[src/hw/rtl/hsa_pkg.sv]
// shared types and constants for the hsv hue/saturation adjust unit
// no dependencies
package hsa_pkg;

    localparam int HUE_BITS   = 16;
    localparam int GAIN_BITS  = 16;
    localparam int BLEND_BITS = 17;
    localparam int SAT_BITS   = 17;

    localparam logic [16:0] TURN      = 17'd65536;
    localparam logic [15:0] HALF_TURN = 16'd32768;

    // which channel holds the maximum
    typedef enum logic [2:0] {
        MAX_RED   = 3'b001,
        MAX_GREEN = 3'b010,
        MAX_BLUE  = 3'b100
    } t_max_sel;

    typedef logic [2:0] t_sector;

    localparam t_sector SECTOR_0 = 3'd0;
    localparam t_sector SECTOR_1 = 3'd1;
    localparam t_sector SECTOR_2 = 3'd2;
    localparam t_sector SECTOR_3 = 3'd3;
    localparam t_sector SECTOR_4 = 3'd4;

endpackage

[src/hw/rtl/hsa_blend.sv]
// blend of adjusted and original color, output register
// uses hsa_pkg
module hsa_blend #(
    parameter int CB = 16
) (
    input  logic                           i_clk,
    input  logic                           i_rst_n,
    input  logic                           i_ce,
    input  logic                           i_vld,
    input  logic [CB-1:0]                  i_red,
    input  logic [CB-1:0]                  i_green,
    input  logic [CB-1:0]                  i_blue,
    input  logic [CB-1:0]                  i_orig_red,
    input  logic [CB-1:0]                  i_orig_green,
    input  logic [CB-1:0]                  i_orig_blue,
    input  logic [hsa_pkg::BLEND_BITS-1:0] i_fa,
    output logic                           o_vld,
    output logic [CB-1:0]                  o_red,
    output logic [CB-1:0]                  o_green,
    output logic [CB-1:0]                  o_blue
);

    localparam int PW = CB + 17;

    logic [16:0]   w_fa, w_wo;
    logic [PW-1:0] r1_mo [3];
    logic [PW-1:0] r1_mr [3];
    logic [PW:0]   w_sum [3];
    logic [1:0]    r_vld;

    assign w_fa = (i_fa > hsa_pkg::TURN) ? hsa_pkg::TURN : i_fa;
    assign w_wo = hsa_pkg::TURN - w_fa;

    for (genvar k = 0; k < 3; k++) begin : g_sum
        assign w_sum[k] = {1'b0, r1_mo[k]} + {1'b0, r1_mr[k]};
    end

    always_ff @(posedge i_clk) begin
        if (i_ce) begin
            r1_mo[0] <= PW'(i_orig_red)   * PW'(w_wo);
            r1_mo[1] <= PW'(i_orig_green) * PW'(w_wo);
            r1_mo[2] <= PW'(i_orig_blue)  * PW'(w_wo);
            r1_mr[0] <= PW'(i_red)   * PW'(w_fa);
            r1_mr[1] <= PW'(i_green) * PW'(w_fa);
            r1_mr[2] <= PW'(i_blue)  * PW'(w_fa);
            o_red    <= w_sum[0][CB+15:16];
            o_green  <= w_sum[1][CB+15:16];
            o_blue   <= w_sum[2][CB+15:16];
        end
    end

    always_ff @(posedge i_clk) begin
        if (!i_rst_n) begin
            r_vld <= '0;
        end else if (i_ce) begin
            r_vld <= {r_vld[0], i_vld};
        end
    end

    assign o_vld = r_vld[1];

endmodule

[config.mk]
export PLATFORM = sky130hd
export DESIGN_NAME = hsa_blend
export DESIGN_NICKNAME = d
export VERILOG_FILES = /design/src/hw/rtl/hsa_pkg.sv /design/src/hw/rtl/hsa_blend.sv
export SDC_FILE = /design/constraint.sdc
export NUM_CORES = 2
export LEC_CHECK = 0
export BUFFER_PORTS_ARGS = -buffer_cell sky130_fd_sc_hd__buf_4
export CORE_MARGIN = 2
export CORE_UTILIZATION = 50
export CTS_CLUSTER_DIAMETER = 150
export CTS_CLUSTER_SIZE = 10
export DETAILED_ROUTE_END_ITERATION = 8
export HOLD_SLACK_MARGIN = 0.1
export PLACE_DENSITY = 0.66
export SKIP_LAST_GASP = 1
export SLEW_MARGIN = 10
export SYNTH_ARGS = -nofsm -noshare
export SYNTH_HDL_FRONTEND = slang
export SYNTH_SLANG_ARGS = --single-unit
[constraint.sdc]
create_clock -name i_clk -period 11.16 [get_ports i_clk]
set_input_delay 0.558 -clock i_clk [delete_from_list [all_inputs] [get_ports i_clk]]
set_output_delay 0.558 -clock i_clk [all_outputs]
set_load 0.03 [all_outputs]
* Word level (Yosys, flattened, before mapping) *
Memories as Yosys holds them, arrays and structs flattened.
Cells that the tools add are included.

operators by class
  multiply operators = 6
  equality and inequality tests = 0
  shifts and indexed selects = 0
  divide/modulo/power cells = 0
  multiplexer cells = 3
  $lt $le $gt $ge = 1
  bitwise gates (word level) = 0
  reduce and logical (&&, ||, !) cells = 0
  add/sub/neg operators = 4

operators with widths
  cell                                                   count
  multiplier 16 x 17 -> 33 bit                           6
  adder 32 bit                                           3
  greater-than comparator 17 bit, second input constant  1
  2-to-1 mux 17 bit                                      1
  subtractor 17 bit, first input constant                1
  2-to-1 mux 1 bit                                       2

storage, ports and cells
  bits in latches = 0
  memories kept = 2
  input bits = 117
  output and inout bits = 49
  memory bits (read-only) = 0
  logic and storage cells = 20
  RAM bits = 198
  bits in registers = 50

memories
  memory  words  width  read ports  clocked after Yosys merged registers in  write ports  RTL line         text
  r1_mo   3      33     3           0                                        3            hsa_blend.sv:26  logic [PW-1:0] r1_mo [3];
  r1_mr   3      33     3           0                                        3            hsa_blend.sv:27  logic [PW-1:0] r1_mr [3];

* Logic depth before layout (Yosys ltp) *
  depth in word-level cells = 4
  gate-level depth with buffers = 35
  mapped depth without buffers = 31

* Worst setup path before layout *
Ideal clock, no wire load.

  kind = input-to-reg
  from = input port i_fa[16] (netlist bit)
  to = memory r1_mo[0][96] (netlist bit), data pin
  buffers on the path = 7
  slack = 3119 ps
  library setup time = 258 ps
  data required time = 10902 ps
  cell stages on the path = 33
  arrival = 7784 ps
  cells stage by stage = buf_2 -> nor2b_1 -> clkbuf_1 -> clkbuf_1 -> clkbuf_1 -> inv_1 -> ha_1 -> nand2b_1 -> a21oi_1 -> xnor2_1 -> clkbuf_1 -> clkbuf_1 -> nand2_1 -> fa_1 -> fa_1 -> fa_1 -> inv_1 -> fa_1 -> fa_1 -> inv_1 -> fa_1 -> inv_1 -> ha_1 -> clkbuf_1 -> a21oi_1 -> o21bai_1 -> a21oi_1 -> o211ai_1 -> o21bai_1 -> a2111oi_0 -> o21bai_1 -> a21oi_1 -> xnor2_1

RTL lines
  item             RTL line         text
  start, declared  hsa_blend.sv:16  input logic [hsa_pkg::BLEND_BITS-1:0] i_fa,
  end, declared    hsa_blend.sv:26

==> impl_metrics.json <==
{
  "drc": 0,
  "synth_top_flop_cell": "sky130_fd_sc_hd__edfxtp_1",
  "vias": 46189,
  "placement.setup.worst_slack_ns": 1.71,
  "antenna_found_initial": 15,
  "hpwlAfterDp_um": 128000,
  "global_route.usage.total": 0.265,
  "detail_route.first_pass.iterations": 5,
  "critical_path.slowest_cell": "sky130_fd_sc_hd__o41ai_4",
  "report.final.setup_viol": 0,
  "cts_setup_buffers": 0,
  "nNetsFinal": 8832,
  "post_synth_instance_area_um2": 63600,
  "finalClockSkew_ns": 0.0245,
  "drt_iter0_drc": 2571,
  "rows": 130,
  "routed_length_per_placed_instance_um": 19.8,
  "slew_headroom": 0.293,
  "clock_tree_from_tritoncts": "built",
  "drt.antenna.violating_nets": 0,
  "htreeDepth": 1,
  "coreArea_um2": 126000,
  "number_of_instances_resized_during_post_cts_repair": 0,
  "grt_setup_unrepaired": "no",
  "synthArstFlopShare": 0,
  "multiInputGateArea_um2": 49700,
  "yosys_register_bits": 242,
  "routabilityCongestion": 0.914,
  "startpoint_type": "input port",
  "port_buffers": 165,
  "final.hold.worst_slack_ns": 0.204,
  "final.setup.tns_ns": 0,
  "die_h_um": 361,
  "synth_cells": 6833,
  "timing.final.crit_share": 0.802,
  "vias_per_cell": 5.47,
  "hold_path.class": "input port to flip-flop",
  "max_slew.worst_pin.slew_ns": 1.05,
  "setup_slack_ns": 2.21,
  "number_of_synthesized_flops_with_an_enable_pin": 240,
  "design.die.area_um2": 130000,
  "clock_slew_seen_by_the_registers_of_the_worst_setup_and_hold_paths_ns": 0.06,
  "worstPathArrival_ns": 9.28,
  "synthToLayoutAreaGrowth_pct": 5.50,
  "fmax_mhz": 112,
  "crit_end_category": "flip-flop",
  "drv.max_cap_violation_count": 0,
  "pin_count_of_the_biggest_net_entering_global_routing": 132,
  "routed_wirelength_um": 167000,
  "tritoncts_num_sinks": 242,
  "postSynthAreaPerCell_um2": 9.30,
  "numCtsBuffers": 28,
  "insertion_delay_ns": 0.60,
  "fraction_of_final_layout_cells_sized_beyond_drive_strength_1": 0.0454,
  "critPathKind": "input port to flip-flop",
  "clockBufferDepth": 3,
  "cp_data_required_time_ns": 11.49,
  "floorplan.die.width_um": 361,
  "hold_viol_final": 0,
  "overflow": 0,
  "yosys_warnings": 0,
  "fillCellCount": 11547,
  "timing_max_transition_violations_final": 0,
  "global_route_wire_length_before_repair_um": 273000,
  "initial_core_util": 0.505,
  "cts.root.buffer_cell": "sky130_fd_sc_hd__clkbuf_16",
  "outcome": "complete, no violations",
  "synth_fp_nets": 8889,
  "final_period_minus_worst_setup_slack_ns": 8.95,
  "io_pins": 166,
  "synthDistinctLibCells": 79,
  "timing.critical_path.fanout_max": 32,
  "antennaDiodeCount": 0,
  "crit_path_frequent_cell": "sky130_fd_sc_hd__fa_1",
  "ff_latch_area_um2": 7250,
  "seq_area_frac_synth": 0.114,
  "slowest_delay_ns": 0.78,
  "first_global_vias": 50899,
  "post_cts_hold_buffer_count": 0
}
logic make-up (layout without fill, tap and decap cells):
group	count (synthesis)	count (layout)	synth area share
AOI/OAI and AO/OA	580	580	0.0599
xor gates and xnor gates	234	234	0.0322
adders and majority gates	1939	1939	0.528
buffers and inverters	1781	1737	0.107
DFF	242	242	0.114
muxes	5	5	0.000788
and+or+nand+nor	2052	2052	0.157
final timing paths:
path | startpoint | end | slack (ns) | cells past startpoint
max | i_fa[4] | r1_mo[0][94]$_DFFE_PP_ | 2.21 | 32
min | i_rst_n | r_vld[1]$_SDFFE_PN0P_ | 0.20 | 2
min reg2reg | r_vld[0]$_SDFFE_PN0P_ | r_vld[1]$_SDFFE_PN0P_ | 0.52 | 2
max reg2reg | r1_mo[0][74]$_DFFE_PP_ | o_blue[15]$_DFFE_PP_ | 7.94 | 10
layout by cell type (no fill, tap or decap), types with 44 or more instances in the layout:
| cell | count |
|---|---|
| sky130_fd_sc_hd__and2_1 | 629 |
| sky130_fd_sc_hd__inv_1 | 1475 |
| sky130_fd_sc_hd__ha_1 | 697 |
| sky130_fd_sc_hd__nor2_1 | 130 |
| sky130_fd_sc_hd__o21ai_0 | 94 |
| sky130_fd_sc_hd__fa_1 | 1242 |
| sky130_fd_sc_hd__nand2_1 | 988 |
| sky130_fd_sc_hd__nor3_1 | 44 |
| sky130_fd_sc_hd__xnor2_1 | 164 |
| sky130_fd_sc_hd__a21o_1 | 78 |
| sky130_fd_sc_hd__edfxtp_1 | 240 |
| sky130_fd_sc_hd__and3_1 | 122 |
| sky130_fd_sc_hd__buf_4 | 215 |
| sky130_fd_sc_hd__a21oi_1 | 181 |
| sky130_fd_sc_hd__xor2_1 | 59 |
worst max-delay path, delay by kind of cell:
kind                       cells  cell delay, ns
and+or+nand+nor                7            1.58
buffers and inverters          7            1.20
AOI/OAI and AO/OA              9            2.42
xor gates and xnor gates       2            0.22
adders and majority gates      7            3.19
layout make-up:
type / count / share of cell area
clock buffers: 41 / 0.0112
clock inverters: 2 / 0.000373
repair buffers: 219 / 0.0252
flip-flops and latches: 242 / 0.108
inverters: 1475 / 0.0826
multi-input cells: 4810 / 0.742
well taps: 1650 / 0.0308
state kept, by name, indices dropped and copies added (netlist names):
signal   count
o_red       16
r1_mr       96
r_vld        2
o_blue      16
o_green     16
r1_mo       96
cells in the mapped netlist (all sizes together), types with 17 or more instances:
library cell | number | area share
o21bai | 39 | 0.0046
edfxtp | 240 | 0.11
a211oi | 34 | 0.0041
o211ai | 19 | 0.0022
xor2 | 64 | 0.0088
a21oi | 182 | 0.014
nor2b | 30 | 0.0030
a21o | 78 | 0.0092
clkbuf | 242 | 0.014
inv | 1475 | 0.087
nand4 | 18 | 0.0018
o21a | 26 | 0.0031
nand2 | 988 | 0.058
nor2 | 134 | 0.0080
ha | 697 | 0.14
nand2b | 17 | 0.0017
buf | 64 | 0.0058
nor3 | 44 | 0.0035
fa | 1242 | 0.39
xnor2 | 170 | 0.023
o21ai | 98 | 0.0078
and3 | 122 | 0.012
and2 | 632 | 0.062
nand3 | 35 | 0.0028
per-layer routing:
metal  up-vias  routed length [µm]  global-route usage
met3       348               10700              0.0376
met1     23621               66700               0.336
met4        18                5420              0.0781
li1      20714                   -                   -
met5         -                 123                   0
met2      1488               83800               0.469
metrics by stage:
step           std cells   util  cell area (µm²)
6_report            8439  0.533            67000
2_1_floorplan       6833      -            63600
4_1_cts             8439  0.533            67000
5_1_grt             8439  0.533            67000
3_5_place_dp        8396  0.526            66300
3_3_place_gp        8396  0.526            66300
Power is left out: the tool's default activity adds up to more than one toggle a clock period on the data nets, which glitch-free logic cannot reach.
