===== config.mk =====
export PLATFORM = sky130hd
export DESIGN_NAME = hsa_adjust
export DESIGN_NICKNAME = d
export VERILOG_FILES = /design/src/hw/rtl/hsa_pkg.sv /design/src/hw/rtl/hsa_adjust.sv
export SDC_FILE = /design/constraint.sdc
export NUM_CORES = 2
export LEC_CHECK = 0
export BUFFER_PORTS_ARGS = -buffer_cell sky130_fd_sc_hd__buf_2
export CAP_MARGIN = 15
export CORE_MARGIN = 8
export CORE_UTILIZATION = 66
export CTS_CLUSTER_DIAMETER = 60
export DETAILED_ROUTE_END_ITERATION = 12
export PLACE_DENSITY_LB_ADDON = 0.12
export SETUP_SLACK_MARGIN = 0.05
export SLEW_MARGIN = 20
export SYNTH_ARGS = -nofsm -noshare
export SYNTH_HDL_FRONTEND = slang
export SYNTH_SLANG_ARGS = --single-unit

===== constraint.sdc =====
create_clock -name i_clk -period 16.4 [get_ports i_clk]
set_clock_uncertainty 0.2 [all_clocks]
set_input_delay 0.82 -clock i_clk [delete_from_list [all_inputs] [get_ports i_clk]]
set_output_delay 0.82 -clock i_clk [all_outputs]
set_load 0.005 [all_outputs]

===== src/hw/rtl/hsa_pkg.sv =====
// shared types and constants for the hsv hue/saturation adjust unit
// no dependencies
package hsa_pkg;

    localparam int HUE_BITS   = 16;
    localparam int GAIN_BITS  = 16;
    localparam int BLEND_BITS = 17;
    localparam int SAT_BITS   = 17;

    localparam logic [16:0] TURN      = 17'd65536;
    localparam logic [15:0] HALF_TURN = 16'd32768;

    // which channel holds the maximum
    typedef enum logic [2:0] {
        MAX_RED   = 3'b001,
        MAX_GREEN = 3'b010,
        MAX_BLUE  = 3'b100
    } t_max_sel;

    typedef logic [2:0] t_sector;

    localparam t_sector SECTOR_0 = 3'd0;
    localparam t_sector SECTOR_1 = 3'd1;
    localparam t_sector SECTOR_2 = 3'd2;
    localparam t_sector SECTOR_3 = 3'd3;
    localparam t_sector SECTOR_4 = 3'd4;

endpackage


===== src/hw/rtl/hsa_adjust.sv =====
// hue shift, saturation and value gains, hexcone hsv back to rgb
// uses hsa_pkg
module hsa_adjust #(
    parameter int CB = 16,
    parameter int FB = 12,
    parameter int SW = 65
) (
    input  logic                          i_clk,
    input  logic                          i_rst_n,
    input  logic                          i_ce,
    input  logic                          i_vld,
    input  logic [hsa_pkg::HUE_BITS-1:0]  i_hue,
    input  logic [hsa_pkg::SAT_BITS-1:0]  i_sat,
    input  logic [CB-1:0]                 i_val,
    input  logic [hsa_pkg::HUE_BITS-1:0]  i_hs,
    input  logic [hsa_pkg::GAIN_BITS-1:0] i_sg,
    input  logic [hsa_pkg::GAIN_BITS-1:0] i_vg,
    input  logic [SW-1:0]                 i_side,
    output logic                          o_vld,
    output logic [CB-1:0]                 o_red,
    output logic [CB-1:0]                 o_green,
    output logic [CB-1:0]                 o_blue,
    output logic [SW-1:0]                 o_side
);

    localparam int SMW = hsa_pkg::SAT_BITS + hsa_pkg::GAIN_BITS;
    localparam int VMW = CB + hsa_pkg::GAIN_BITS;
    localparam logic [CB-1:0] CHMAX = {CB{1'b1}};

    logic [4:0]    r_vld;
    logic [SW-1:0] r_side [5];

    // stage 1: hue shift and gain products
    logic [15:0]     r1_hue;
    logic [SMW-1:0]  r1_satm;
    logic [VMW-1:0]  r1_valm;

    // stage 2: clamps and sector
    logic [SMW-1:0]  w_sat_sh;
    logic [VMW-1:0]  w_val_sh;
    logic [18:0]     w_h6;
    logic [16:0]     r2_s;
    logic [CB-1:0]   r2_v;
    hsa_pkg::t_sector r2_sec;
    logic [15:0]     r2_f;

    assign w_sat_sh = r1_satm >> FB;
    assign w_val_sh = r1_valm >> FB;
    assign w_h6     = ({3'b0, r1_hue} << 2) + ({3'b0, r1_hue} << 1);

    // stage 3: products with saturation
    logic [CB+16:0]   r3_vs;
    logic [32:0]      r3_sf;
    logic [33:0]      r3_sfc;
    logic [CB-1:0]    r3_v;
    hsa_pkg::t_sector r3_sec;

    // stage 4: p and value products
    logic [CB-1:0]    r4_p, r4_v;
    logic [CB+15:0]   r4_vq;
    logic [CB+16:0]   r4_vt;
    hsa_pkg::t_sector r4_sec;

    logic [CB-1:0] w_q, w_t;
    assign w_q = r4_v - r4_vq[CB+15:16];
    assign w_t = r4_v - r4_vt[CB+15:16];

    always_ff @(posedge i_clk) begin
        if (i_ce) begin
            r1_hue  <= i_hue + i_hs + hsa_pkg::HALF_TURN;
            r1_satm <= SMW'(i_sat) * SMW'(i_sg);
            r1_valm <= VMW'(i_val) * VMW'(i_vg);

            r2_s    <= (w_sat_sh > SMW'(hsa_pkg::TURN)) ? hsa_pkg::TURN : w_sat_sh[16:0];
            r2_v    <= (w_val_sh > VMW'(CHMAX)) ? CHMAX : w_val_sh[CB-1:0];
            r2_sec  <= w_h6[18:16];
            r2_f    <= w_h6[15:0];

            r3_vs   <= (CB+17)'(r2_v) * (CB+17)'(r2_s);
            r3_sf   <= 33'(r2_s) * 33'(r2_f);
            r3_sfc  <= 34'(r2_s) * 34'(hsa_pkg::TURN - {1'b0, r2_f});
            r3_v    <= r2_v;
            r3_sec  <= r2_sec;

            r4_p    <= r3_v - r3_vs[CB+15:16];
            r4_vq   <= (CB+16)'(r3_v) * (CB+16)'(r3_sf[31:16]);
            r4_vt   <= (CB+17)'(r3_v) * (CB+17)'(r3_sfc[32:16]);
            r4_v    <= r3_v;
            r4_sec  <= r3_sec;

            // stage 5: sector select
            case (r4_sec)
                hsa_pkg::SECTOR_0: begin
                    o_red <= r4_v;  o_green <= w_t;   o_blue <= r4_p;
                end
                hsa_pkg::SECTOR_1: begin
                    o_red <= w_q;   o_green <= r4_v;  o_blue <= r4_p;
                end
                hsa_pkg::SECTOR_2: begin
                    o_red <= r4_p;  o_green <= r4_v;  o_blue <= w_t;
                end
                hsa_pkg::SECTOR_3: begin
                    o_red <= r4_p;  o_green <= w_q;   o_blue <= r4_v;
                end
                hsa_pkg::SECTOR_4: begin
                    o_red <= w_t;   o_green <= r4_p;  o_blue <= r4_v;
                end
                default: begin
                    o_red <= r4_v;  o_green <= r4_p;  o_blue <= w_q;
                end
            endcase

            r_side[0] <= i_side;
            for (int k = 1; k < 5; k++) begin
                r_side[k] <= r_side[k-1];
            end
        end
    end

    always_ff @(posedge i_clk) begin
        if (!i_rst_n) begin
            r_vld <= '0;
        end else if (i_ce) begin
            r_vld <= {r_vld[3:0], i_vld};
        end
    end

    assign o_vld  = r_vld[4];
    assign o_side = r_side[4];

endmodule


; Word level (Yosys, flattened, before mapping)
; Memories as Yosys holds them, arrays and structs flattened.
; Index checks and enable logic that the tools add are counted.
[op_classes]
addsub = 7
n_mul = 7
n_lt_le_gt_ge = 2
eq_ne = 4
n_mux = 5
n_reduce_logical = 5
[ops]
columns = op, count
row1 = case mux 16 bit (3 select lines), 3
row2 = multiplier 16 x 16 -> 32 bit, 2
row3 = multiplier 16 x 17 -> 32 bit, 2
row4 = subtractor 16 bit, 3
row5 = multiplier 17 x 16 -> 33 bit, 1
row6 = multiplier 18 x 18 -> 33 bit, 1
row7 = multiplier 17 x 16 -> 32 bit, 1
row8 = greater-than comparator 21 x 17 -> 1 bit (second input constant), 1
row9 = greater-than comparator 20 x 16 -> 1 bit (second input constant), 1
row10 = adder 18 x 17 -> 19 bit, 1
row11 = subtractor 17 x 16 -> 18 bit (first input constant), 1
row12 = adder 16 bit, 1
row13 = adder 16 bit (second input constant), 1
row14 = OR reduction 2 bit, 4
row15 = equality test 3 x 2 -> 1 bit (second input constant), 2
row16 = equality test 3 x 1 -> 1 bit (second input constant), 1
row17 = equality test 3 bit (second input constant), 1
row18 = zero test 3 bit, 1
row19 = two-way mux 1 bit, 2
[totals]
regBits = 401
ramBits = 325
inputBits = 166
output_inout_bits = 114
elab_cells = 52
n_memories = 1
[memory_table]
columns = memory, depth, word_bits, read_ports, rd_ports_with_merged_regs, write_ports, line
row1 = r_side, 5, 65, 5, 0, 5, hsa_adjust.sv:31  ; logic [SW-1:0] r_side [5];

; Depth between registers and ports, before layout
[logic_depth]
word_depth = 3
ltp_mapped = 32
depth_no_buf = 29

; Worst setup path before layout
; No wires, ideal clock.
[synth_path]
path_type = register to register
startpoint = register r2_f[2]
endpoint = register r3_sfc[32], data pin
setup_ns = 0.268
t_arrival_ns = 6.869
t_required_ns = 15.932
path_slack_ns = 9.063
path_stages_with_launch = 31
n_path_buf = 3
period_less_slack_ns = 7.337
path_cell_list = edfxtp_1 -> clkbuf_1 -> clkbuf_1 -> inv_1 -> ha_1 -> nand2_1 -> nor4_1 -> nor2b_1 -> xnor2_1 -> clkbuf_1 -> nand2_1 -> fa_1 -> inv_1 -> fa_1 -> inv_1 -> fa_1 -> inv_1 -> fa_1 -> fa_1 -> inv_1 -> fa_1 -> inv_1 -> ha_1 -> a211oi_1 -> nand2_1 -> o21ai_1 -> and2_1 -> a311o_1 -> nand2_1 -> o41ai_1 -> xnor2_1
[synth_via]
elab_chain_cells = 2
[synth_lines]
columns = element, line
row1 = "start, declared", hsa_adjust.sv:45  ; logic [15:0] r2_f;
row2 = "start signal, assigned", hsa_adjust.sv:77  ; r2_f <= w_h6[15:0];
row3 = subtractor 17 x 16 -> 18 bit, hsa_adjust.sv:81  ; r3_sfc <= 34'(r2_s) * 34'(hsa_pkg::TURN - {1'b0, r2_f});
row4 = multiplier 18 x 18 -> 33 bit, hsa_adjust.sv:81
row5 = "end signal, assigned", hsa_adjust.sv:81
row6 = "end, declared", hsa_adjust.sv:54  ; logic [33:0] r3_sfc;
; Every way passes these cells.
; A chain may end at the register's enable or synchronous reset.

; Worst setup path after layout
[layout_path]
startpoint = register r2_f[4]
endpoint = register r3_sfc[32], data pin
; Same word-level chain as after synthesis.

==> reports/metrics.yaml <==
sta:
  rsz0062_at_grt: "no"
  finalCritPeriodShare_pct: 50.2
  fin_setup_tns_ns: 0
  timing.final.crit_period_ns: 8.24
  hold_viol_final: 0
  fmax_mhz: 121
  tightest_slew_ns: 1.08
  finalSetupViolCount: 0
  drv_slew: 0
  max_slew_margin_pct: 28.2
final_layout:
  n_fill_cell: 9362
  layout-drive-gt1-share_pct: 6.00
  area_growth_pct: 5.68
  finalNetCount: 10600
  multi_input_comb_area_um2: 55100
  utilization_pct: 70.3
  fin_cells: 9886
  seqCellArea_um2: 18600
routing:
  routed_wl_mm: 182
  drt-initial-drc-count: 3446
  ant_nets: 0
  vias: 55000
  routedWlPerCell_um: 18.4
  drtPass1Iterations: 5
  drc: 0
  vias_per_cell: 5.56
worst_setup_path:
  slowest_delay_ns: 0.71
  crit_family: "adder cells"
  cp-start-kind: "flip-flop"
  crit_required_ns: 16.62
  cpMostUsedCell: "fa_1"
  arrival_ns: 8.46
  crit_path_end_kind: "flip-flop"
  crit_fanout: 20
  crit_type: "reg2reg"
  worst-path-buf-inv: 5
  critPathSlowestCell: "edfxtp_1"
global_route:
  grt_usage_pct: 27.1
  grt_max_degree: 205
  grt_pass1_vias: 59500
  grt_pass1_wl_mm: 300
  antenna_found_initial: 2
  overflow: 0
die:
  row_count: 129
  io_pins: 280
  coreArea_um2: 124000
  die_x_um: 369
  die_h_um: 369
  die_area_um2: 136000
  initial_core_util_pct: 66.5
logic_synthesis:
  ys_seq_area_share_pct: 22.6
  synth_cell_types: 75
  ys_ff_latch: 621
  synth_cells: 8185
  synthesis.nets: 10600
  synth_edf_count: 616
  async_flop_share_pct: 0
  ys_warn_count: 0
  synth.avg_cell_area_um2: 10.1
  synth_ff_type: "edfxtp_1"
  syn_area_um2: 82300
clocking:
  cts_tree: "yes"
  cts_resized: 0
  cts_hold_buffers: 0
  cts_buffers: 73
  clk_latency_ns: 0.69
  post_cts.repair.setup_buffers: 0
  clock_sinks: 621
  root_buffer: "clkbuf_16"
  cts_buffer_depth: 3
  htreeDepth: 3
  clkTransAtPathRegs_ns: 0.06
flow_run:
  maxCapViolations: 0
placed_design:
  io_buffers: 279
  gp_congestion: 0.883
  post-dp-hpwl_mm: 136
  placed_cells: 9750
status:
  status: "finished clean"
min_path:
  hp-class: "in2reg"
-- cells by family after synthesis --
kind of cell | count (synthesis) | share of synthesized area [%]
AND/OR/NAND/NOR | 2366 | 13.6
XOR/XNOR | 196 | 2.09
multiplexers | 50 | 0.630
AO/OA/AOI/OAI | 490 | 3.90
flip-flops | 621 | 22.6
adder cells (fa/ha/maj) | 2225 | 46.7
buffers and inverters | 2237 | 10.5
-- path summary, 6_finish.rpt --
check,end,cells after the start,from,slack (ns)
worst max-delay path,r3_sfc[32],27,r2_f[4],8.16
worst min register to register,r_side[0][153],0,r_side[0][88],0.19
worst max register to register,r3_sfc[32],27,r2_f[4],8.16
worst min-delay path,r_side[0][52],1,i_side[52],0.10
-- routing by layer --
metal | GRT usage [%] | up-vias | part of all wire, %
li1 | - | 24900 | -
met1 | 34.8 | 27900 | 40
met2 | 47.5 | 1813 | 51
met3 | 4.70 | 370 | 6.9
met4 | 7.78 | 0 | 2.8
met5 | 0 | - | 0
-- flip-flops by register name (all words and copies together), names as in the netlist, 17 cells and up --
register,flops
r1_satm,21
r1_valm,20
r2_s,17
r3_sfc,17
r_side,325
-- final cells by class --
type / instances / area share, %
tap: 1637 / 2.36
sequential: 621 / 21.4
inverter: 1825 / 7.88
multi-input combinational: 5327 / 63.3
clock inverter: 47 / 0.707
timing repair buffer: 340 / 2.16
clock buffer: 88 / 2.17
antenna: 1 / 0.00288
-- cells in the mapped netlist, drive strengths merged (6+ instances only) --
cell / number / area [um^2]
a31o: 6 / 52.6
o211ai: 15 / 118
nor4: 15 / 93.8
o31ai: 7 / 52.6
mux2i: 36 / 360
nor2: 166 / 623
o21ai: 121 / 609
buf: 85 / 566
edfxtp: 616 / 18500
a31oi: 16 / 113
o41ai: 8 / 85.1
nor3: 56 / 280
a21oi: 121 / 609
xnor2: 136 / 1190
or3: 15 / 93.8
a211oi: 30 / 225
nand2: 1258 / 4720
and3: 19 / 119
a2111oi: 6 / 71.3
nand4: 24 / 150
o21bai: 16 / 120
xor2: 60 / 526
inv: 1824 / 6850
and2: 700 / 4380
or2: 7 / 43.8
fa: 1409 / 28200
nor2b: 32 / 200
a211o: 8 / 70.1
ha: 816 / 10200
o21a: 33 / 248
nand2b: 31 / 194
clkbuf: 327 / 1230
a21o: 53 / 398
mux2: 14 / 158
a21boi: 9 / 67.6
nand3: 29 / 145
-- per-stage QoR --
step | worst slack [ns] | cell area [um^2] | hold WS, ns
6_report | 8.16 | 86900 | 0.101
5_1_grt | 7.79 | 86900 | 0.0576
4_1_cts | 8.11 | 86900 | 0.0417
3_5_place_dp | 8.12 | 84400 | 0.205
3_3_place_gp | 8.25 | 84400 | 0.200
2_1_floorplan | 9.06 | 82300 | 0.200
-- placed cells by master, fill, tap and decap left out, types with 36 or more instances in the layout --
cell type / count
fa_1: 1409
nand2_1: 1258
nor2_1: 165
a21oi_1: 120
clkbuf_16: 73
edfxtp_1: 616
buf_4: 59
buf_2: 278
nor3_1: 56
xnor2_1: 135
mux2i_1: 36
o21ai_0: 99
a21o_1: 53
ha_1: 816
and2_1: 700
inv_1: 1824
xor2_1: 58
Power is not shown: default switching activity piles up to over one toggle a cycle in this logic, so the estimate is an artifact.
