[config.mk]
export PLATFORM = sky130hd
export DESIGN_NAME = hsa_rgb2hsv
export DESIGN_NICKNAME = d
export VERILOG_FILES = /design/src/hw/rtl/hsa_pkg.sv /design/src/hw/rtl/hsa_div.sv /design/src/hw/rtl/hsa_rgb2hsv.sv
export SDC_FILE = /design/constraint.sdc
export NUM_CORES = 2
export LEC_CHECK = 0
export BUFFER_PORTS_ARGS = -buffer_cell sky130_fd_sc_hd__clkbuf_2
export CAP_MARGIN = 20
export CORE_ASPECT_RATIO = 1.1
export CORE_UTILIZATION = 49
export CTS_CLUSTER_DIAMETER = 100
export CTS_CLUSTER_SIZE = 28
export DETAILED_ROUTE_END_ITERATION = 12
export PLACE_DENSITY = 0.75
export SLEW_MARGIN = 20
export SYNTH_ARGS = -nofsm -noshare
export SYNTH_HDL_FRONTEND = slang
export SYNTH_SLANG_ARGS = --single-unit
[constraint.sdc]
create_clock -name i_clk -period 5.75 [get_ports i_clk]
set_input_delay 0.575 -clock i_clk [delete_from_list [all_inputs] [get_ports i_clk]]
set_output_delay 0.575 -clock i_clk [all_outputs]
set_load 0.005 [all_outputs]
[src/hw/rtl/hsa_pkg.sv]
// shared types and constants for the hsv hue/saturation adjust unit
// no dependencies
package hsa_pkg;

    localparam int HUE_BITS   = 16;
    localparam int GAIN_BITS  = 16;
    localparam int BLEND_BITS = 17;
    localparam int SAT_BITS   = 17;

    localparam logic [16:0] TURN      = 17'd65536;
    localparam logic [15:0] HALF_TURN = 16'd32768;

    // which channel holds the maximum
    typedef enum logic [2:0] {
        MAX_RED   = 3'b001,
        MAX_GREEN = 3'b010,
        MAX_BLUE  = 3'b100
    } t_max_sel;

    typedef logic [2:0] t_sector;

    localparam t_sector SECTOR_0 = 3'd0;
    localparam t_sector SECTOR_1 = 3'd1;
    localparam t_sector SECTOR_2 = 3'd2;
    localparam t_sector SECTOR_3 = 3'd3;
    localparam t_sector SECTOR_4 = 3'd4;

endpackage

[src/hw/rtl/hsa_div.sv]
// pipelined restoring divider, one quotient bit per stage
// needs i_rem < i_den; carries a tag alongside; no package use
module hsa_div #(
    parameter int DW = 19,
    parameter int QB = 16,
    parameter int TW = 1
) (
    input  logic          i_clk,
    input  logic          i_rst_n,
    input  logic          i_ce,
    input  logic          i_vld,
    input  logic [DW-1:0] i_rem,
    input  logic [DW-1:0] i_den,
    input  logic [TW-1:0] i_tag,
    output logic          o_vld,
    output logic [QB-1:0] o_quo,
    output logic [TW-1:0] o_tag
);

    logic [DW-1:0] r_rem [QB];
    logic [DW-1:0] r_den [QB];
    logic [QB-1:0] r_quo [QB];
    logic [TW-1:0] r_tag [QB];
    logic          r_vld [QB];

    for (genvar k = 0; k < QB; k++) begin : g_step
        logic [DW-1:0] w_rem_in;
        logic [DW-1:0] w_den_in;
        logic [QB-1:0] w_quo_in;
        logic [TW-1:0] w_tag_in;
        logic          w_vld_in;
        logic [DW:0]   w_sh;
        logic [DW:0]   w_diff;
        logic          w_ge;

        if (k == 0) begin : g_first
            assign w_rem_in = i_rem;
            assign w_den_in = i_den;
            assign w_quo_in = '0;
            assign w_tag_in = i_tag;
            assign w_vld_in = i_vld;
        end else begin : g_next
            assign w_rem_in = r_rem[k-1];
            assign w_den_in = r_den[k-1];
            assign w_quo_in = r_quo[k-1];
            assign w_tag_in = r_tag[k-1];
            assign w_vld_in = r_vld[k-1];
        end

        assign w_sh   = {w_rem_in, 1'b0};
        assign w_diff = w_sh - {1'b0, w_den_in};
        assign w_ge   = (w_sh >= {1'b0, w_den_in});

        always_ff @(posedge i_clk) begin
            if (i_ce) begin
                r_rem[k] <= w_ge ? w_diff[DW-1:0] : w_sh[DW-1:0];
                r_den[k] <= w_den_in;
                r_quo[k] <= {w_quo_in[QB-2:0], w_ge};
                r_tag[k] <= w_tag_in;
            end
        end

        always_ff @(posedge i_clk) begin
            if (!i_rst_n) begin
                r_vld[k] <= 1'b0;
            end else if (i_ce) begin
                r_vld[k] <= w_vld_in;
            end
        end
    end

    assign o_vld = r_vld[QB-1];
    assign o_quo = r_quo[QB-1];
    assign o_tag = r_tag[QB-1];

endmodule

[src/hw/rtl/hsa_rgb2hsv.sv]
// rgb to hexcone hsv: max/min, chroma, hue numerator, two pipelined dividers
// uses hsa_pkg and hsa_div
module hsa_rgb2hsv #(
    parameter int CB = 16,
    parameter int SW = 113
) (
    input  logic                         i_clk,
    input  logic                         i_rst_n,
    input  logic                         i_ce,
    input  logic                         i_vld,
    input  logic [CB-1:0]                i_red,
    input  logic [CB-1:0]                i_green,
    input  logic [CB-1:0]                i_blue,
    input  logic [SW-1:0]                i_side,
    output logic                         o_vld,
    output logic [hsa_pkg::HUE_BITS-1:0] o_hue,
    output logic [hsa_pkg::SAT_BITS-1:0] o_sat,
    output logic [CB-1:0]                o_val,
    output logic [SW-1:0]                o_side
);

    localparam int DW = CB + 3;
    localparam int QB = hsa_pkg::HUE_BITS;
    localparam int TW = 1 + CB + SW;

    // stage 1: largest and smallest channel
    hsa_pkg::t_max_sel n1_sel;
    logic [CB-1:0]     n1_mx;
    logic [CB-1:0]     n1_mn;

    always_comb begin
        if (i_red >= i_green && i_red >= i_blue) begin
            n1_sel = hsa_pkg::MAX_RED;
            n1_mx  = i_red;
        end else if (i_green >= i_blue) begin
            n1_sel = hsa_pkg::MAX_GREEN;
            n1_mx  = i_green;
        end else begin
            n1_sel = hsa_pkg::MAX_BLUE;
            n1_mx  = i_blue;
        end
        n1_mn = i_red;
        if (i_green < n1_mn) n1_mn = i_green;
        if (i_blue < n1_mn) n1_mn = i_blue;
    end

    logic              r1_vld, r2_vld, r3_vld;
    hsa_pkg::t_max_sel r1_sel, r2_sel;
    logic [CB-1:0]     r1_mx, r1_mn, r1_r, r1_g, r1_b;
    logic [SW-1:0]     r1_side, r2_side, r3_side;
    logic [CB-1:0]     r2_mx, r2_c, r2_r, r2_g, r2_b;

    always_ff @(posedge i_clk) begin
        if (i_ce) begin
            r1_sel  <= n1_sel;
            r1_mx   <= n1_mx;
            r1_mn   <= n1_mn;
            r1_r    <= i_red;
            r1_g    <= i_green;
            r1_b    <= i_blue;
            r1_side <= i_side;
            // stage 2: chroma
            r2_sel  <= r1_sel;
            r2_mx   <= r1_mx;
            r2_c    <= r1_mx - r1_mn;
            r2_r    <= r1_r;
            r2_g    <= r1_g;
            r2_b    <= r1_b;
            r2_side <= r1_side;
        end
    end

    // stage 3: hue numerator in sixths, divisors and first saturation bit
    logic [DW-1:0] w_c;
    logic [DW-1:0] w_c6;
    logic [DW-1:0] n3_num;
    logic          n3_q16;
    logic          n3_gray;

    assign w_c  = DW'(r2_c);
    assign w_c6 = (w_c << 2) + (w_c << 1);

    always_comb begin
        case (r2_sel)
            hsa_pkg::MAX_RED: begin
                if (r2_g >= r2_b) begin
                    n3_num = DW'(r2_g - r2_b);
                end else begin
                    n3_num = w_c6 - DW'(r2_b - r2_g);
                end
            end
            hsa_pkg::MAX_GREEN: n3_num = (w_c << 1) + DW'(r2_b) - DW'(r2_r);
            hsa_pkg::MAX_BLUE:  n3_num = (w_c << 2) + DW'(r2_r) - DW'(r2_g);
            default:            n3_num = '0;
        endcase
    end

    assign n3_gray = (r2_c == '0);
    assign n3_q16  = !n3_gray && (r2_c == r2_mx);

    logic [DW-1:0] r3_num, r3_den;
    logic [CB-1:0] r3_srem, r3_mx;
    logic          r3_q16, r3_gray;

    always_ff @(posedge i_clk) begin
        if (i_ce) begin
            r3_num  <= n3_num;
            r3_den  <= w_c6;
            r3_srem <= n3_q16 ? '0 : r2_c;
            r3_mx   <= r2_mx;
            r3_q16  <= n3_q16;
            r3_gray <= n3_gray;
            r3_side <= r2_side;
        end
    end

    always_ff @(posedge i_clk) begin
        if (!i_rst_n) begin
            r1_vld <= 1'b0;
            r2_vld <= 1'b0;
            r3_vld <= 1'b0;
        end else if (i_ce) begin
            r1_vld <= i_vld;
            r2_vld <= r1_vld;
            r3_vld <= r2_vld;
        end
    end

    // dividers
    logic          w_hdiv_vld, w_sdiv_vld;
    logic [QB-1:0] w_hquo, w_squo;
    logic [TW-1:0] w_htag;
    logic          w_stag;

    hsa_div #(.DW(DW), .QB(QB), .TW(TW)) u_hue_div (
        .i_clk   (i_clk),
        .i_rst_n (i_rst_n),
        .i_ce    (i_ce),
        .i_vld   (r3_vld),
        .i_rem   (r3_num),
        .i_den   (r3_den),
        .i_tag   ({r3_gray, r3_mx, r3_side}),
        .o_vld   (w_hdiv_vld),
        .o_quo   (w_hquo),
        .o_tag   (w_htag)
    );

    hsa_div #(.DW(CB), .QB(QB), .TW(1)) u_sat_div (
        .i_clk   (i_clk),
        .i_rst_n (i_rst_n),
        .i_ce    (i_ce),
        .i_vld   (r3_vld),
        .i_rem   (r3_srem),
        .i_den   (r3_mx),
        .i_tag   (r3_q16),
        .o_vld   (w_sdiv_vld),
        .o_quo   (w_squo),
        .o_tag   (w_stag)
    );

    logic w_gray;
    assign w_gray = w_htag[TW-1];

    logic r4_vld;

    always_ff @(posedge i_clk) begin
        if (i_ce) begin
            o_hue  <= w_gray ? '0 : w_hquo;
            o_sat  <= w_gray ? '0 : {w_stag, w_squo};
            o_val  <= w_htag[SW +: CB];
            o_side <= w_htag[SW-1:0];
        end
    end

    always_ff @(posedge i_clk) begin
        if (!i_rst_n) begin
            r4_vld <= 1'b0;
        end else if (i_ce) begin
            r4_vld <= w_hdiv_vld & w_sdiv_vld;
        end
    end

    assign o_vld = r4_vld;

endmodule

# ---- Word level (Yosys, flattened, before mapping)
# Memories as Yosys holds them, arrays and structs flattened. A register that Yosys moved wholly into a read port is not among the register bits.
# Cells that the tools add are included.
dict set report totals {
  reg_bits 710
  latchBits 0
  mem_bits_rw 3760
  rom_bits 0
  output_inout_bits 163
  wordCells 233
  memories 10
}
# memory words width read_ports rd_ports_with_merged_regs wr line
set memory_table {}
lappend memory_table {u_hue_div.r_tag 16 130 16 0 16 hsa_div.sv:23} ;# logic [TW-1:0] r_tag [QB];
lappend memory_table {u_hue_div.r_den 16 19 15 0 16 hsa_div.sv:21} ;# logic [DW-1:0] r_den [QB];
lappend memory_table {u_hue_div.r_rem 16 19 15 0 16 hsa_div.sv:20} ;# logic [DW-1:0] r_rem [QB];
lappend memory_table {u_hue_div.r_quo 16 16 16 1 16 hsa_div.sv:22} ;# logic [QB-1:0] r_quo [QB];
lappend memory_table {u_sat_div.r_den 16 16 15 0 16 hsa_div.sv:21}
lappend memory_table {u_sat_div.r_quo 16 16 16 1 16 hsa_div.sv:22}
lappend memory_table {{4 more memories} - - - - - -}
dict set report op_classes {
  n_addsub 41
  n_mul 0
  n_div 0
  n_lt_le_gt_ge 38
  n_eq_ne 4
  shifts 0
  n_mux 76
  bitwise 33
  n_reduce_logical 4
}
# op n
set ops {}
lappend ops {{$mux W19} 17}
lappend ops {{$sub A19 B19 Y19} 17}
lappend ops {{$ge A20 B19 Y1} 16}
lappend ops {{$mux W16} 20}
lappend ops {{$ge A17 B16 Y1} 16}
lappend ops {{$sub A16 B16 Y16} 17}
lappend ops {{$ge A16 B16 Y1} 4}
lappend ops {{$pmux W19 S3} 1}
lappend ops {{$mux W1} 37}
lappend ops {{$sub A16 B16 Y17} 2}
lappend ops {{$lt A16 B16 Y1} 2}
lappend ops {{$or A1 B1 Y1} 32}
lappend ops {{$add A18 B16 Y19} 1}
lappend ops {{$add A18 B17 Y19} 1}
lappend ops {{$sub A18 B16 Y19} 1}
lappend ops {{$sub A19 B16 Y19} 1}
lappend ops {{$add A17 B16 Y18} 1}
lappend ops {{$eq A16 B16 Y1} 1}
lappend ops {{$logic_not A16 Y1} 1}
lappend ops {{$eq A3 B1 Y1 const B} 1}
lappend ops {{$eq A3 B2 Y1 const B} 1}
lappend ops {{$eq A3 B3 Y1 const B} 1}
lappend ops {{$mux W3} 1}
lappend ops {{$logic_and A1 B1 Y1} 2}
lappend ops {{2 further kinds} 2}

# ---- Longest topological paths before layout
dict set report depth {
  word_depth 4
  ltp_mapped 21
  ltp_nobuf 21
}

# ---- By module
# From an unflattened synthesis, not the netlist that was laid out.
dict set report unflattened {
  cells_unflattened 10496
  hier_area_um2 169656.5
}
# mod n_inst cells_per_inst area_each_um2
set by_module_without_submodules {}
lappend by_module_without_submodules {{hsa_div at u_hue_div} 1 5536 102540.8}
lappend by_module_without_submodules {{hsa_div at u_sat_div} 1 2851 34957.3}
lappend by_module_without_submodules {hsa_rgb2hsv 1 2109 32158.3}

# ---- Worst setup path after synthesis
# Ideal clock, no wire load.
dict set report synth_path {
  path_type {in2reg}
  start {input i_red[1]}
  end {register r1_mn[10], data pin}
  setup_ns 0.265
  arrival_ns 4.007
  slack_ns 1.478
  stages 18
  cell_sequence {inv_1 ha_1 nor2b_1 o211ai_1 a2111o_1 o211ai_2 clkbuf_1 mux2i_1 ha_1 a21o_1 a21oi_1 o21ai_0 a21o_1 a21oi_1 a21boi_1 buf_2 buf_2 mux2i_1}
}
dict set report synth_via {
  elab_chain_cells 4
}
# element line
set synth_lines {}
lappend synth_lines {{start: declaration} hsa_rgb2hsv.sv:11} ;# input logic [CB-1:0] i_red,
lappend synth_lines {{$lt A16 B16 Y1} hsa_rgb2hsv.sv:43} ;# if (i_green < n1_mn) n1_mn = i_green;
lappend synth_lines {{$mux W16 (*)} hsa_rgb2hsv.sv:43}
lappend synth_lines {{$lt A16 B16 Y1} hsa_rgb2hsv.sv:44} ;# if (i_blue < n1_mn) n1_mn = i_blue;
lappend synth_lines {{$mux W16 (*)} hsa_rgb2hsv.sv:44}
lappend synth_lines {{via n1_mn[10]} hsa_rgb2hsv.sv:29} ;# logic [CB-1:0] n1_mn;
lappend synth_lines {{end signal: assignment} hsa_rgb2hsv.sv:57} ;# r1_mn <= n1_mn;
lappend synth_lines {{end: declaration} hsa_rgb2hsv.sv:49} ;# logic [CB-1:0] r1_mx, r1_mn, r1_r, r1_g, r1_b;
# The timed path passes the listed nets; every way through them passes the cells marked *.
# A chain may end at the register's enable or synchronous reset.

# ---- Worst setup path after layout
dict set report layout_path {
  start {register r2_c[0]}
  end {register r3_num[16], data pin}
}
dict set report layout_via {
  elab_chain_cells 4
  elab_cells_between_ends 8
  cone_classes {add/sub (6); mux (2)}
}
# element line
set layout_lines {}
lappend layout_lines {{start: declaration} hsa_rgb2hsv.sv:51} ;# logic [CB-1:0] r2_mx, r2_c, r2_r, r2_g, r2_b;
lappend layout_lines {{start signal: assignment} hsa_rgb2hsv.sv:65} ;# r2_c <= r1_mx - r1_mn;
lappend layout_lines {{$add A18 B17 Y19} hsa_rgb2hsv.sv:81} ;# assign w_c6 = (w_c << 2) + (w_c << 1);
lappend layout_lines {{via w_c6[12]} hsa_rgb2hsv.sv:75} ;# logic [DW-1:0] w_c6;
lappend layout_lines {{$sub A19 B19 Y19} hsa_rgb2hsv.sv:89} ;# n3_num = w_c6 - DW'(r2_b - r2_g);
lappend layout_lines {{$mux W19} hsa_rgb2hsv.sv:86} ;# if (r2_g >= r2_b) begin
lappend layout_lines {{$pmux W19 S3} hsa_rgb2hsv.sv:84} ;# case (r2_sel)
lappend layout_lines {{via n3_num[16]} hsa_rgb2hsv.sv:76} ;# logic [DW-1:0] n3_num;
lappend layout_lines {{end signal: assignment} hsa_rgb2hsv.sv:107} ;# r3_num <= n3_num;
lappend layout_lines {{end: declaration} hsa_rgb2hsv.sv:101} ;# logic [DW-1:0] r3_num, r3_den;
# The timed path passes the listed nets, and every way through them passes these cells.

==> run metrics <==
htree depth=4; commonest non-fill, non-tap cell in the layout=edfxtp_1; number of DRC markers in iteration 0=5076; largest family of logic cells by synthesized area=adder cells; reg-to-reg endpoint=r3_num[16]; reg-to-reg startpoint=r2_c[0]; port bufs=327; Resized cells post-CTS=0; placed insts=14300; crit path capture type=flop; Num CTS Buffers=175; DPL Wire Length=181000 um; Max Freq=0.204 GHz; remaining global-route overflow=0; initial antenna violation count=3; EDFF count, synth=3908; critical path startpoint=r2_c[0]; critical path peak fanout=6; CTS sink cnt=3914; final hold violations=0; final wirelength=262000 um; Synth Area in XOR/XNOR=2.40%; Slew @ Worst Pin=1180 ps; vias=76600; Final Cycle Share=85.2%; leakage=63.7 nW; biggest area consumer among synthesized cells=edfxtp_1; Ys Warns=0; number of global-route vias before repair=78100; Compound-Gate Fraction of Synth Area=6.55%; TritonCTS clock tree=yes; Longest Clk Path Bufs=4; max_cap viols=0; Slew Limit Fails=0; first-pass GRT wire length=410000 um; Yosys reg bits=3914; top post-synthesis cells by area=edfxtp_1 75%, ha_1 5.8%, inv_1 2.1%; routed length per instance=17.9 um; CTS Root Cell=clkbuf_16; Core Util, Final=53.9%; CP max-delay cell=edfxtp_1; DIE HEIGHT=596 um; worst-path cell chain=ha_1 -> fa_1 -> a211oi_1 -> o21bai_1 -> o41a_1 -> a41oi_1 -> o31a_1 -> ha_1 -> inv_1 -> o21bai_1 -> nor3_1 -> a211oi_1 -> a31oi_1 -> xor2_1 -> nor2_1 -> a211oi_1 -> o21ai_0; most frequent cells in the layout=3908 x edfxtp_1, 889 x inv_1, 731 x ha_1, 562 x nor2_1, 533 x a21oi_1; final worst slack=849 ps; reg-to-reg setup timing slack=850 ps; Placement Setup Slack=920 ps; slowest stage delay, CP=560 ps; headroom to the max-slew limit=21.3%; top-area cell type share of the netlist area=74.7%; WP data required=6380 ps; Final setup viols=0; clock skew=38.7 ps; area delta synth->final=9.13%; GP Congestion=0.927; Async SR Flop Fraction=0%; CP Data Arrival Time=5530 ps; clk_lat worst skew=900 ps; syn avg cell area=16.2 sq um; # fillers=24700; via-per-instance ratio=5.23; remaining antenna violation count=0; Reg clk slew, reported paths=110 ps; crit start category=flop; Power Total=77.1 mW; Mapped Area=157000 sq um; post-route setup TNS=0 ps; Initial Util=49.4%; first drt pass iteration count=6; DRC=0; Critical Path Sink=r3_num[16]; Yosys cell types=93; crit-path most repeated cell=a211oi_1; Final Net Count=11300; Primary FF master, synth=edfxtp_1; io pins=328; CP Class=flop to flop; Worst IR Drop VDD=279 uV; Multi-input gate area=36100 sq um; GRT Overall Usage=15.8%; largest net degree at the start of global routing=210; Seq/Total Area, Yosys=74.7%; layout cells sized above 1=7.73%; RSZ-0062 raised after global routing=no; status=finished clean; Finished Layout Cells=14700; synthesized-area fraction occupied by adder cells=6.66%; simple-gate share of the synthesized area=5.06%; Core ar.=318000 sq um; mux cell area share after synthesis=2.22%; crit path time final=4900 ps; num rows=217; Synth Instances=9682; Pwr per Cell Area=450 nW/um^2; Die Wd=542 um; syn_nets=10600; Sequential Area=117000 sq um; r2r worst-path depth=17; worst hold path type=input port to flop; DIE AREA=323000 sq um
==> critical path: cells and delay by family, from the launching register on <==
kind                       cells  cell delay, ps
buffers and inverters          1              70
adders and majority gates      3             930
DFF                            1             560
xor gates and xnor gates       1             160
and+or+nand+nor                2             130
AOI/OAI and AO/OA             10            2790
==> cell usage after synthesis (21+ instances only) <==
library cell / instances
mux2i_1: 64
or2_2: 30
nand4_1: 94
a21o_1: 146
o31a_1: 35
o21a_1: 151
a21oi_1: 542
nand3_1: 89
mux2_1: 144
and2_1: 44
ha_1: 731
nor2b_1: 160
o31ai_1: 49
clkbuf_1: 83
o21ai_1: 112
a211o_1: 21
mux2_2: 99
nor4_1: 22
xnor2_1: 279
a211oi_1: 52
nor3_1: 137
o211ai_1: 22
and3_1: 44
xor2_1: 151
o21ai_0: 171
o41ai_1: 26
edfxtp_1: 3908
o21bai_1: 40
a31oi_1: 47
fa_1: 66
nand2_1: 282
or3_1: 29
nor2_1: 562
nand2b_1: 78
inv_1: 889
==> final cells by class <==
cell class                 instances  share of cell area (%)
sequential                      3914                    68.5
tap                             4270                    3.11
inverter                         891                    1.95
antenna                            1                 0.00146
multi-input combinational       4779                    21.0
clock inverter                    48                   0.448
timing repair buffer             560                    2.37
clock buffer                     187                    2.59
==> routing by layer <==
layer / vias to the layer above / global-route usage [%] / wire length [um]
li1: 37400 / - / -
met2: 1419 / 29.1 / 134000
met3: 476 / 1.82 / 8250
met4: 0 / 6.55 / 11200
met5: - / 0 / 0
met1: 37300 / 18.7 / 108000
==> where the power goes <==
| group | switching, mW | leakage, nW | internal, mW |
|---|---|---|---|
| Sequential | 1.83 | 38.3 | 36.8 |
| Combinational | 13.5 | 22.9 | 10.6 |
| Clock | 8.45 | 2.52 | 5.97 |
| Total | 23.8 | 63.7 | 53.3 |
==> through the flow <==
stage	hold WS [ps]	instance area, sq um
2_1_floorplan	400	157000
3_3_place_gp	400	165000
3_5_place_dp	405	165000
4_1_cts	117	171000
5_1_grt	130	172000
6_report	165	172000
==> how the worst min path moves through the flow <==
stage                            startpoint                       to  slack (ps)  cells after the start
floorplan           u_hue_div.r_tag[1][910]                o_side[0]         400                      0
global placement    u_hue_div.r_tag[1][465]  u_hue_div.r_tag[1][595]         400                      0
detailed placement  u_hue_div.r_tag[1][944]               o_side[34]         400                      0
CTS                                    i_ce              r1_side[83]         120                      1
global route                           i_ce              r1_side[83]         130                      1
finish                                 i_ce              r1_side[83]         170                      1
==> logic make-up after synthesis <==
group	Yosys count
xor gates and xnor gates	430
and+or+nand+nor	1636
adders and majority gates	797
DFF	3914
AOI/OAI and AO/OA	1601
buffers and inverters	989
muxes	315
==> state kept, by name (all words and copies together), names as in the netlist, 113 cells and up <==
register / cells
u_hue_div.r_tag: 1855
u_hue_div.r_rem: 270
o_side: 113
r2_side: 113
u_sat_div.r_rem: 240
r3_side: 113
u_hue_div.r_quo: 136
r1_side: 113
u_sat_div.r_quo: 136
u_hue_div.r_den: 270
u_sat_div.r_den: 225
==> what timing repair did <==
item,CTS,global route
setup buffers,0,0
endpoints found under the hold margin,169,0
hold buffers,162,0
Power figures use the tool's default switching activity.
